<file path="config.mk">
export PLATFORM = sky130hd
export DESIGN_NAME = c2d_ctrl
export DESIGN_NICKNAME = d
export VERILOG_FILES = /design/src/rtl/c2d_pkg.sv /design/src/rtl/c2d_ctrl.sv
export VERILOG_INCLUDE_DIRS = /design/src /design/src/rtl
export SDC_FILE = /design/constraint.sdc
export NUM_CORES = 1
export LEC_CHECK = 0
export BUFFER_PORTS_ARGS = -buffer_cell sky130_fd_sc_hd__buf_4
export CORE_MARGIN = 3
export CORE_UTILIZATION = 64
export CTS_CLUSTER_DIAMETER = 100
export DETAILED_ROUTE_END_ITERATION = 7
export GPL_ROUTABILITY_DRIVEN = 0
export PLACE_DENSITY = 0.95
export SLEW_MARGIN = 5
export SYNTH_ARGS = -nofsm -noshare
export SYNTH_HDL_FRONTEND = slang
export SYNTH_SLANG_ARGS = --single-unit
</file>
<file path="constraint.sdc">
create_clock -name i_clk -period 23.9 [get_ports i_clk]
set_input_delay 7.17 -clock i_clk [delete_from_list [all_inputs] [get_ports i_clk]]
set_output_delay 7.17 -clock i_clk [all_outputs]
set_load 0.005 [all_outputs]
</file>
<file path="src/rtl/conv2d_3x3_stream_top_assert.svh">
// Assertion macros shared by the 3x3 convolution RTL
`ifndef CONV2D_3X3_STREAM_TOP_ASSERT_SVH
`define CONV2D_3X3_STREAM_TOP_ASSERT_SVH

// Same-cycle implication, sampled on i_clk, off while i_rst_n is low
`define C2D_ASSERT_IMP(label, ante, cons) \
    label: assert property (@(posedge i_clk) disable iff (!i_rst_n) (ante) |-> (cons)) \
        else $error("c2d: same-cycle check failed");

// Next-cycle implication, sampled on i_clk, off while i_rst_n is low
`define C2D_ASSERT_NXT(label, ante, cons) \
    label: assert property (@(posedge i_clk) disable iff (!i_rst_n) (ante) |=> (cons)) \
        else $error("c2d: next-cycle check failed");

`endif

</file>
<file path="src/rtl/c2d_pkg.sv">
// Types and constants of the 3x3 streaming convolution
`default_nettype none

package c2d_pkg;

    localparam int PIXEL_BITS      = 8;
    localparam int COEFF_FRAC_BITS = 8;
    localparam int COEFF_BITS      = COEFF_FRAC_BITS + 4;
    localparam int TAPS            = 3;

    localparam int CFG_IDX_W    = 3;
    localparam int CFG_DATA_W   = 36;
    localparam int WIDTH_REG_W  = 11;
    localparam int HEIGHT_REG_W = 13;
    localparam int ROW_W        = 13;
    localparam int HEIGHT_LIMIT = 4096;

    localparam int OUT_W  = 16;
    localparam int PROD_W = COEFF_BITS + PIXEL_BITS + 1;
    localparam int SUM_W  = PROD_W + 4;
    localparam int QUOT_W = SUM_W - COEFF_FRAC_BITS;

    // register indexes
    localparam logic [CFG_IDX_W-1:0] CFG_IMAGE_WIDTH  = 3'd0;
    localparam logic [CFG_IDX_W-1:0] CFG_IMAGE_HEIGHT = 3'd1;
    localparam logic [CFG_IDX_W-1:0] CFG_COEFF_TOP    = 3'd2;
    localparam logic [CFG_IDX_W-1:0] CFG_COEFF_MID    = 3'd3;
    localparam logic [CFG_IDX_W-1:0] CFG_COEFF_BOTTOM = 3'd4;

    localparam logic [WIDTH_REG_W-1:0]  WIDTH_RESET     = 11'd1024;
    localparam logic [HEIGHT_REG_W-1:0] HEIGHT_RESET    = 13'd1024;
    localparam logic [CFG_DATA_W-1:0]   COEFF_MID_RESET = 36'h000100000; // centre = 1.0

    localparam logic signed [OUT_W-1:0] OUT_MAX = 16'sh7FFF;
    localparam logic signed [OUT_W-1:0] OUT_MIN = 16'sh8000;

    typedef logic [PIXEL_BITS-1:0] t_pixel;
    typedef t_pixel [TAPS-1:0] t_pix_col;            // [0] top, [1] mid, [2] bottom
    typedef logic [CFG_DATA_W-1:0] t_coeff_row;
    typedef t_coeff_row [TAPS-1:0] t_coeff_rows;     // [0] top row

    typedef struct packed {
        t_pixel pixel_value;
        logic   flush;
    } t_in_item;

    typedef struct packed {
        logic signed [OUT_W-1:0] filtered_value;
        logic                    frame_last;
    } t_out_item;

    // decoded item, counter stage to window stage
    typedef struct packed {
        logic   emit;
        logic   last;
        logic   shift;
        logic   lclamp;
        logic   right_new;
        logic   top_clamp;
        logic   drain;
        t_pixel pixel;
    } t_s1_ctl;

    // operands, window stage to multiply stage
    typedef struct packed {
        logic                valid;
        logic                last;
        t_pix_col [TAPS-1:0] pix;    // [0] left, [1] centre, [2] right
    } t_ops;

endpackage

`default_nettype wire

</file>
<file path="src/rtl/c2d_ctrl.sv">
// Position counters, frame/drain decode and input handshake
`default_nettype none
`include "conv2d_3x3_stream_top_assert.svh"

module c2d_ctrl
    import c2d_pkg::*;
#(
    parameter int MAX_WIDTH = 1024,
    localparam int COL_W = $clog2(MAX_WIDTH)
) (
    input  logic                    i_clk,
    input  logic                    i_rst_n,
    input  logic                    i_in_valid,
    input  t_in_item                i_in_item,
    output logic                    o_in_ready,
    input  logic [WIDTH_REG_W-1:0]  i_image_width,
    input  logic [HEIGHT_REG_W-1:0] i_image_height,
    input  logic                    i_s1_free,
    output logic                    o_load,
    output t_s1_ctl                 o_s1_ctl,
    output logic [COL_W-1:0]        o_rd_addr
);

    localparam int WID_W = $clog2(MAX_WIDTH + 1);
    localparam int CMP_W = (WID_W > WIDTH_REG_W) ? WID_W : WIDTH_REG_W;

    logic [COL_W-1:0] r_col, n_col;
    logic [ROW_W-1:0] r_row, n_row;

    logic [CMP_W-1:0] w_eff;
    logic [CMP_W-1:0] col_inc;
    logic [ROW_W-1:0] h_eff;
    logic [ROW_W-1:0] h_plus1;
    logic [COL_W-1:0] col1, col2;
    logic [ROW_W-1:0] row1, row2;
    logic             wrap_in;
    logic             clr;
    logic             drain;
    logic             skip;
    logic             right_edge;
    logic             last;
    logic             inner;
    logic             width_one;
    logic             accept;

    always_comb begin
        if (i_image_width == '0) begin
            w_eff = CMP_W'(1);
        end else if (CMP_W'(i_image_width) > CMP_W'(MAX_WIDTH)) begin
            w_eff = CMP_W'(MAX_WIDTH);
        end else begin
            w_eff = CMP_W'(i_image_width);
        end

        if (i_image_height == '0) begin
            h_eff = ROW_W'(1);
        end else if (ROW_W'(i_image_height) > ROW_W'(HEIGHT_LIMIT)) begin
            h_eff = ROW_W'(HEIGHT_LIMIT);
        end else begin
            h_eff = ROW_W'(i_image_height);
        end
        h_plus1 = h_eff + ROW_W'(1);

        // a narrower width written mid frame pushes the column to the next row
        wrap_in = CMP_W'(r_col) >= w_eff;
        col1    = wrap_in ? '0 : r_col;
        row1    = wrap_in ? r_row + ROW_W'(1) : r_row;

        // position past the end of the drain: start a new frame
        clr  = (row1 > h_plus1) || ((row1 == h_plus1) && (col1 != '0));
        col2 = clr ? '0 : col1;
        row2 = clr ? '0 : row1;

        drain      = row2 >= h_eff;
        skip       = !drain && i_in_item.flush;
        right_edge = (col2 == '0) && (row2 >= ROW_W'(2));
        last       = right_edge && (row2 == h_plus1);
        inner      = (col2 != '0) && (row2 != '0);
        width_one  = w_eff == CMP_W'(1);
        col_inc    = CMP_W'(col2) + CMP_W'(1);

        if (skip) begin
            n_col = col2;
            n_row = row2;
        end else if (last) begin
            n_col = '0;
            n_row = '0;
        end else if (col_inc >= w_eff) begin
            n_col = '0;
            n_row = row2 + ROW_W'(1);
        end else begin
            n_col = col_inc[COL_W-1:0];
            n_row = row2;
        end

        o_s1_ctl.emit      = right_edge || inner;
        o_s1_ctl.last      = last;
        o_s1_ctl.shift     = !last;
        o_s1_ctl.lclamp    = right_edge ? width_one : (col2 == COL_W'(1));
        o_s1_ctl.right_new = !right_edge;
        o_s1_ctl.top_clamp = row2 == ROW_W'(1);
        o_s1_ctl.drain     = drain;
        o_s1_ctl.pixel     = i_in_item.pixel_value;
    end

    assign o_in_ready = i_s1_free;
    assign accept     = i_in_valid && i_s1_free;
    assign o_load     = accept && !skip;
    assign o_rd_addr  = col2;

    always_ff @(posedge i_clk) begin
        if (!i_rst_n) begin
            r_col <= '0;
            r_row <= '0;
        end else if (accept) begin
            r_col <= n_col;
            r_row <= n_row;
        end
    end

    `C2D_ASSERT_NXT(a_last_restarts_frame, accept && o_load && last, (r_col == '0) && (r_row == '0))

endmodule

`default_nettype wire

</file>
* After elaboration in Yosys (flattened, before gate mapping)
Cells that the tools add are included.
** Word-level totals
- Register bits :: 23
- Latch bits :: 0
- RAM bits :: 0
- Bits in read-only memories :: 0
- Bits of input ports :: 37
- Output and inout bits :: 27
- Memories kept :: 0
** Cells by class
- Add/subtract/negate cells :: 4
- Multipliers :: 0
- Div/mod/pow operators :: 0
- Order comparisons :: 7
- Equality and inequality tests :: 5
- Shift-type cells :: 0
- Muxes and demuxes :: 15
- Bitwise logic cells :: 0
- Reduce and logical (&&, ||, !) cells :: 19
** Operators by type and width (number)
- $mux W13 :: 7
- $mux W10 :: 5
- $add A13 B1 Y13 const B :: 3
- $eq A13 B13 Y1 :: 2
- $mux W11 :: 2
- $reduce_bool A10 Y1 :: 2
- $eq A13 B1 Y1 const B :: 1
- $ge A13 B13 Y1 :: 1
- $ge A13 B2 Y1 const B :: 1
- $gt A13 B13 Y1 :: 1
- $gt A13 B13 Y1 const B :: 1
- $logic_not A13 Y1 :: 1
- $reduce_bool A13 Y1 :: 1
- $add A10 B1 Y11 const B :: 1
- $eq A11 B1 Y1 const B :: 1
- $ge A10 B11 Y1 :: 1
- $ge A11 B11 Y1 :: 1
- $gt A11 B11 Y1 const B :: 1
- $logic_not A11 Y1 :: 1
- $eq A10 B1 Y1 const B :: 1
- $logic_not A10 Y1 :: 1
- $logic_and A1 B1 Y1 :: 7
- $logic_not A1 Y1 :: 4
- $logic_or A1 B1 Y1 :: 2
- $mux W1 :: 1

* Longest topological paths before layout
- Word-level depth :: 14
- Gate-level depth with buffers :: 35
- Gate-level depth less buffers :: 32

* Worst setup path after synthesis
Ideal clock, no wire load.
- Kind :: input to output
- Start point :: input i_image_width[6]
- End point :: output o_load
- Arrival time :: 12549 ps
- Required time :: 16730 ps
- Setup slack :: 4181 ps
- Cell stages on the path :: 28
- Buffers on the path :: 2
- Cells stage by stage :: nor4_1 > nand3_1 > a21oi_1 > ha_1 > nor2b_1 > o21ai_2 > a21o_1 > a21oi_1 > nor4_1 > or2_2 > ha_1 > nand4_1 > nor4_1 > a21boi_0 > a31oi_1 > and2_1 > buf_2 > clkbuf_1 > nor2_1 > inv_1 > ha_1 > nand2b_1 > a211oi_1 > o21ai_0 > o2111ai_1 > a21oi_1 > o21ai_1 > nor2_1
** Between the ends
- Cells in the longest elaborated chain, start to end :: 14
- Elaborated cells on any way between the ends :: 18
- Classes of those cells :: order compare (4); eq/ne (1); mux (5); reduce/logical (8)
** Ends and longest elaborated chain
- start, declared :: line c2d_ctrl.sv:16 : input logic [WIDTH_REG_W-1:0] i_image_width,
- $gt A11 B11 Y1 :: line c2d_ctrl.sv:49 : end else if (CMP_W'(i_image_width) > CMP_W'(MAX_WIDTH)) begin
- $mux W11 :: line c2d_ctrl.sv:49
- $mux W11 (*) :: line c2d_ctrl.sv:47 : if (i_image_width == '0) begin
- $ge A10 B11 Y1 (*) :: line c2d_ctrl.sv:65 : wrap_in = CMP_W'(r_col) >= w_eff;
- parallel branches: the longest is 4 deep, another holds $gt A13 B13 Y1
- $mux W13 (*) :: line c2d_ctrl.sv:72 : row2 = clr ? '0 : row1;
- $ge A13 B13 Y1 (*) :: line c2d_ctrl.sv:74 : drain = row2 >= h_eff;
- $logic_not A1 Y1 (*) :: line c2d_ctrl.sv:75 : skip = !drain && i_in_item.flush;
- $logic_and A1 B1 Y1 (*) :: line c2d_ctrl.sv:75
- $logic_not A1 Y1 (*) :: line c2d_ctrl.sv:108 : assign o_load = accept && !skip;
- $logic_and A1 B1 Y1 (*) :: line c2d_ctrl.sv:108
- end, declared :: line c2d_ctrl.sv:19 : output logic o_load,
Mark *: on every way between the ends.

* Final worst setup path
Same ends and word-level chain as after synthesis.

==> impl_metrics.py <==
metrics = {
    "outcome": {
        "outcome": "complete, no violations",
    },
    "clock_network": {
        "clock_latency_ns": 0.28,
        "cts_hold_buffers": 0,
        "cts_resized": 0,
        "clock-sinks": 23,
        "h-tree-depth": 1,
        "cts_tree": "yes",
        "cts-root-buf": "clkbuf_8",
        "path_clk_slew_ns": 0.10,
        "post_cts_buffers": 0,
        "cts_buffers": 3,
        "clock_path_buffers": 2,
    },
    "routing": {
        "drtIter0Drc": 591,
        "ant_nets": 0,
        "drc": 0,
        "firstDrtPassIters": 6,
        "routed_wl_um": 12540,
        "wl_per_cell_um": 18.88,
        "vias_per_cell": 6.899,
        "vias": 4581,
    },
    "setup_path": {
        "cpPeakStageDelay_ns": 0.67,
        "critPathLaunchType": "input port",
        "path_class": "input port to output port",
        "required_ns": 16.73,
        "critPathArrivalTime_ns": 13.91,
        "critPathMaxFanout": 18,
        "cpMaxStageDelayCell": "a21oi_1",
        "reg2reg_slack_ns": 15.27,
        "endpoint_kind": "output port",
    },
    "timing": {
        "slew_headroom": 0.2585,
        "fmax_mhz": 47.43,
        "finClkSkew_ns": 0.01350,
        "rsz0062_at_grt": "no",
        "finalCritPeriodShare": 0.8821,
        "finalCriticalPeriod_ns": 21.08,
        "tightest_slew_ns": 1.112,
        "layout_setup_ws_ns": 2.818,
        "setup-violations-final": 0,
        "fin_tns_setup_ns": 0,
        "hold_viol_final": 0,
        "finalMaxSlewViolations": 0,
    },
    "global_route": {
        "antenna_found_initial": 0,
        "grt_max_degree": 19,
        "grt_pass1_vias": 4225,
        "gr-total-overflow": 0,
        "track_usage": 0.3366,
        "grt_pass1_wl_um": 20330,
    },
    "die": {
        "initial_core_util": 0.6777,
        "dieArea_um2": 7416,
        "fp-row-count": 28,
        "pin_count": 64,
        "core-area_um2": 6061,
        "fp.dieW_um": 86.12,
        "die_y_um": 86.12,
    },
    "final_layout": {
        "layout_common_cells": "69 x nand2_1, 55 x ha_1, 49 x buf_4",
        "nNetsFinal": 682,
        "antennaDiodeCount": 0,
        "fill_cells": 476,
        "final_common_cell": "nand2_1",
        "drive_gt1_frac": 0.1409,
        "instances_no_fill": 664,
        "syn2layout_area_growth_pct": 8.042,
    },
    "pwr": {
        "p_total_mw": 0.1475,
        "p_sw_mw": 0.06501,
        "clockPowerShare": 0.181,
        "power_frac_seq": 0.305,
        "p_comb_frac": 0.514,
        "cellPowerDensity_nw_per_um2": 33.24,
        "intPower_mw": 0.08251,
        "ir_drop_mv": 0.03601,
        "switching_share": 0.4407,
        "leakage_nw": 1.935,
    },
    "logic_synthesis": {
        "ys.flop_type": "dfxtp_1",
        "synth_edf_count": 0,
        "async_flop_share": 0,
        "syn_inst": 564,
        "ys_types": 77,
        "syn_area_um2": 4108,
        "synth_fp_nets": 656,
        "ys_seq_area_frac": 0.1121,
        "ys_ff_latch": 23,
        "syn_avg_cell_area_um2": 7.283,
        "yosys_warnings": 0,
    },
    "placed_design": {
        "placed_cells": 660,
        "io_buffer_count": 47,
        "pre_cts_slack_ns": 3.054,
        "hpwl_um": 10090,
    },
    "worst_hold_path": {
        "hold_class": "flop to flop",
    },
    "run": {
        "maxCapViolations": 0,
    },
}
[power groups by stage]
| stage | Sequential [mW] | Combinational (mW) | Clock [mW] |
|---|---|---|---|
| after floorplan | 0.0438 | 0.0514 | 0 |
| after global placement | 0.0452 | 0.0701 | 0 |
| after detailed placement | 0.0453 | 0.0729 | 0 |
| after CTS | 0.0444 | 0.0735 | 0.0265 |
| after global routing | 0.0451 | 0.0832 | 0.0276 |
| final | 0.0449 | 0.0759 | 0.0267 |
[final cells by class]
type	count	area, um^2	share of cell area
Clock buffer	3	41.29	0.009304
Multi-Input combinational cell	474	3323	0.7488
Clock inverter	1	5.005	0.001128
Sequential cell	23	460.4	0.1037
Timing Repair Buffer	49	367.9	0.08289
Inverter	39	146.4	0.03299
Tap cell	75	93.84	0.02114
[state kept, by name, indices dropped and copies added (netlist names)]
signal and cells:
r_row 13, r_col 10
[routing by layer]
layer / vias to the layer above / GRT usage / wire length (um)
met5: - / 0 / 0
met4: 0 / 0.1424 / 539
met3: 68 / 0.07205 / 1722
met2: 367 / 0.5060 / 5196
met1: 2042 / 0.4623 / 5076
li1: 2104 / - / -
[critical path: cells and delay by family]
family                   cells  cell delay, ns
AO/OA/AOI/OAI               11            2.40
adder cells (fa/ha/maj)      3            0.94
buffers and inverters        4            0.63
AND/OR/NAND/NOR             11            2.77
[cells in the mapped netlist (all sizes together) (2+ instances only)]
cell type / n / area share
a2111o: 2 / 0.0055
a2111oi: 5 / 0.020
a211oi: 9 / 0.018
a21boi: 3 / 0.0055
a21o: 6 / 0.011
a21oi: 39 / 0.051
a22o: 2 / 0.0043
a22oi: 2 / 0.0037
a2bb2oi: 2 / 0.0043
a31oi: 5 / 0.011
and2: 12 / 0.018
and3: 10 / 0.015
and4: 3 / 0.0064
and4b: 2 / 0.0049
buf: 18 / 0.034
clkbuf: 10 / 0.0094
dfxtp: 23 / 0.11
ha: 55 / 0.17
inv: 38 / 0.035
mux2: 2 / 0.0055
mux2i: 2 / 0.0049
nand2: 70 / 0.066
nand2b: 5 / 0.0094
nand3: 24 / 0.029
nand3b: 2 / 0.0037
nand4: 9 / 0.014
nand4b: 2 / 0.0043
nor2: 38 / 0.035
nor2b: 6 / 0.0091
nor3: 17 / 0.022
nor4: 14 / 0.021
o2111ai: 3 / 0.0064
o21a: 8 / 0.015
o21ai: 43 / 0.062
o22ai: 4 / 0.0061
o31ai: 5 / 0.0091
o32a: 2 / 0.0049
o41ai: 2 / 0.0061
or2: 2 / 0.0030
or3: 6 / 0.0091
or4: 4 / 0.0073
xnor2: 25 / 0.055
xnor3: 2 / 0.011
xor2: 8 / 0.019
[cells by family after synthesis]
logic type | share of synthesized area
muxes | 0.01036
buffers and inverters | 0.07889
DFF | 0.1121
xor gates and xnor gates | 0.08498
and+or+nand+nor | 0.2857
AOI/OAI and AO/OA | 0.2604
adders and majority gates | 0.1675
[final timing paths]
| check | from | to | cells past startpoint |
|---|---|---|---|
| setup / recovery | i_image_width[6] | o_load | 29 |
| hold / removal | r_row[8] | r_row[8] | 2 |
| setup reg to reg | r_col[8] | r_row[9] | 28 |
| hold reg to reg | r_row[8] | r_row[8] | 2 |
[per-stage QoR]
step	util	cell area, um^2	hold WS (ns)
after floorplan	-	4108	0.4571
after global placement	0.7246	4392	0.4884
after detailed placement	0.7246	4392	0.4997
after CTS	0.7322	4438	0.5143
after global routing	0.7322	4438	0.5378
final	0.7322	4438	0.5034
No activity file was read; power rests on OpenSTA's default activity.
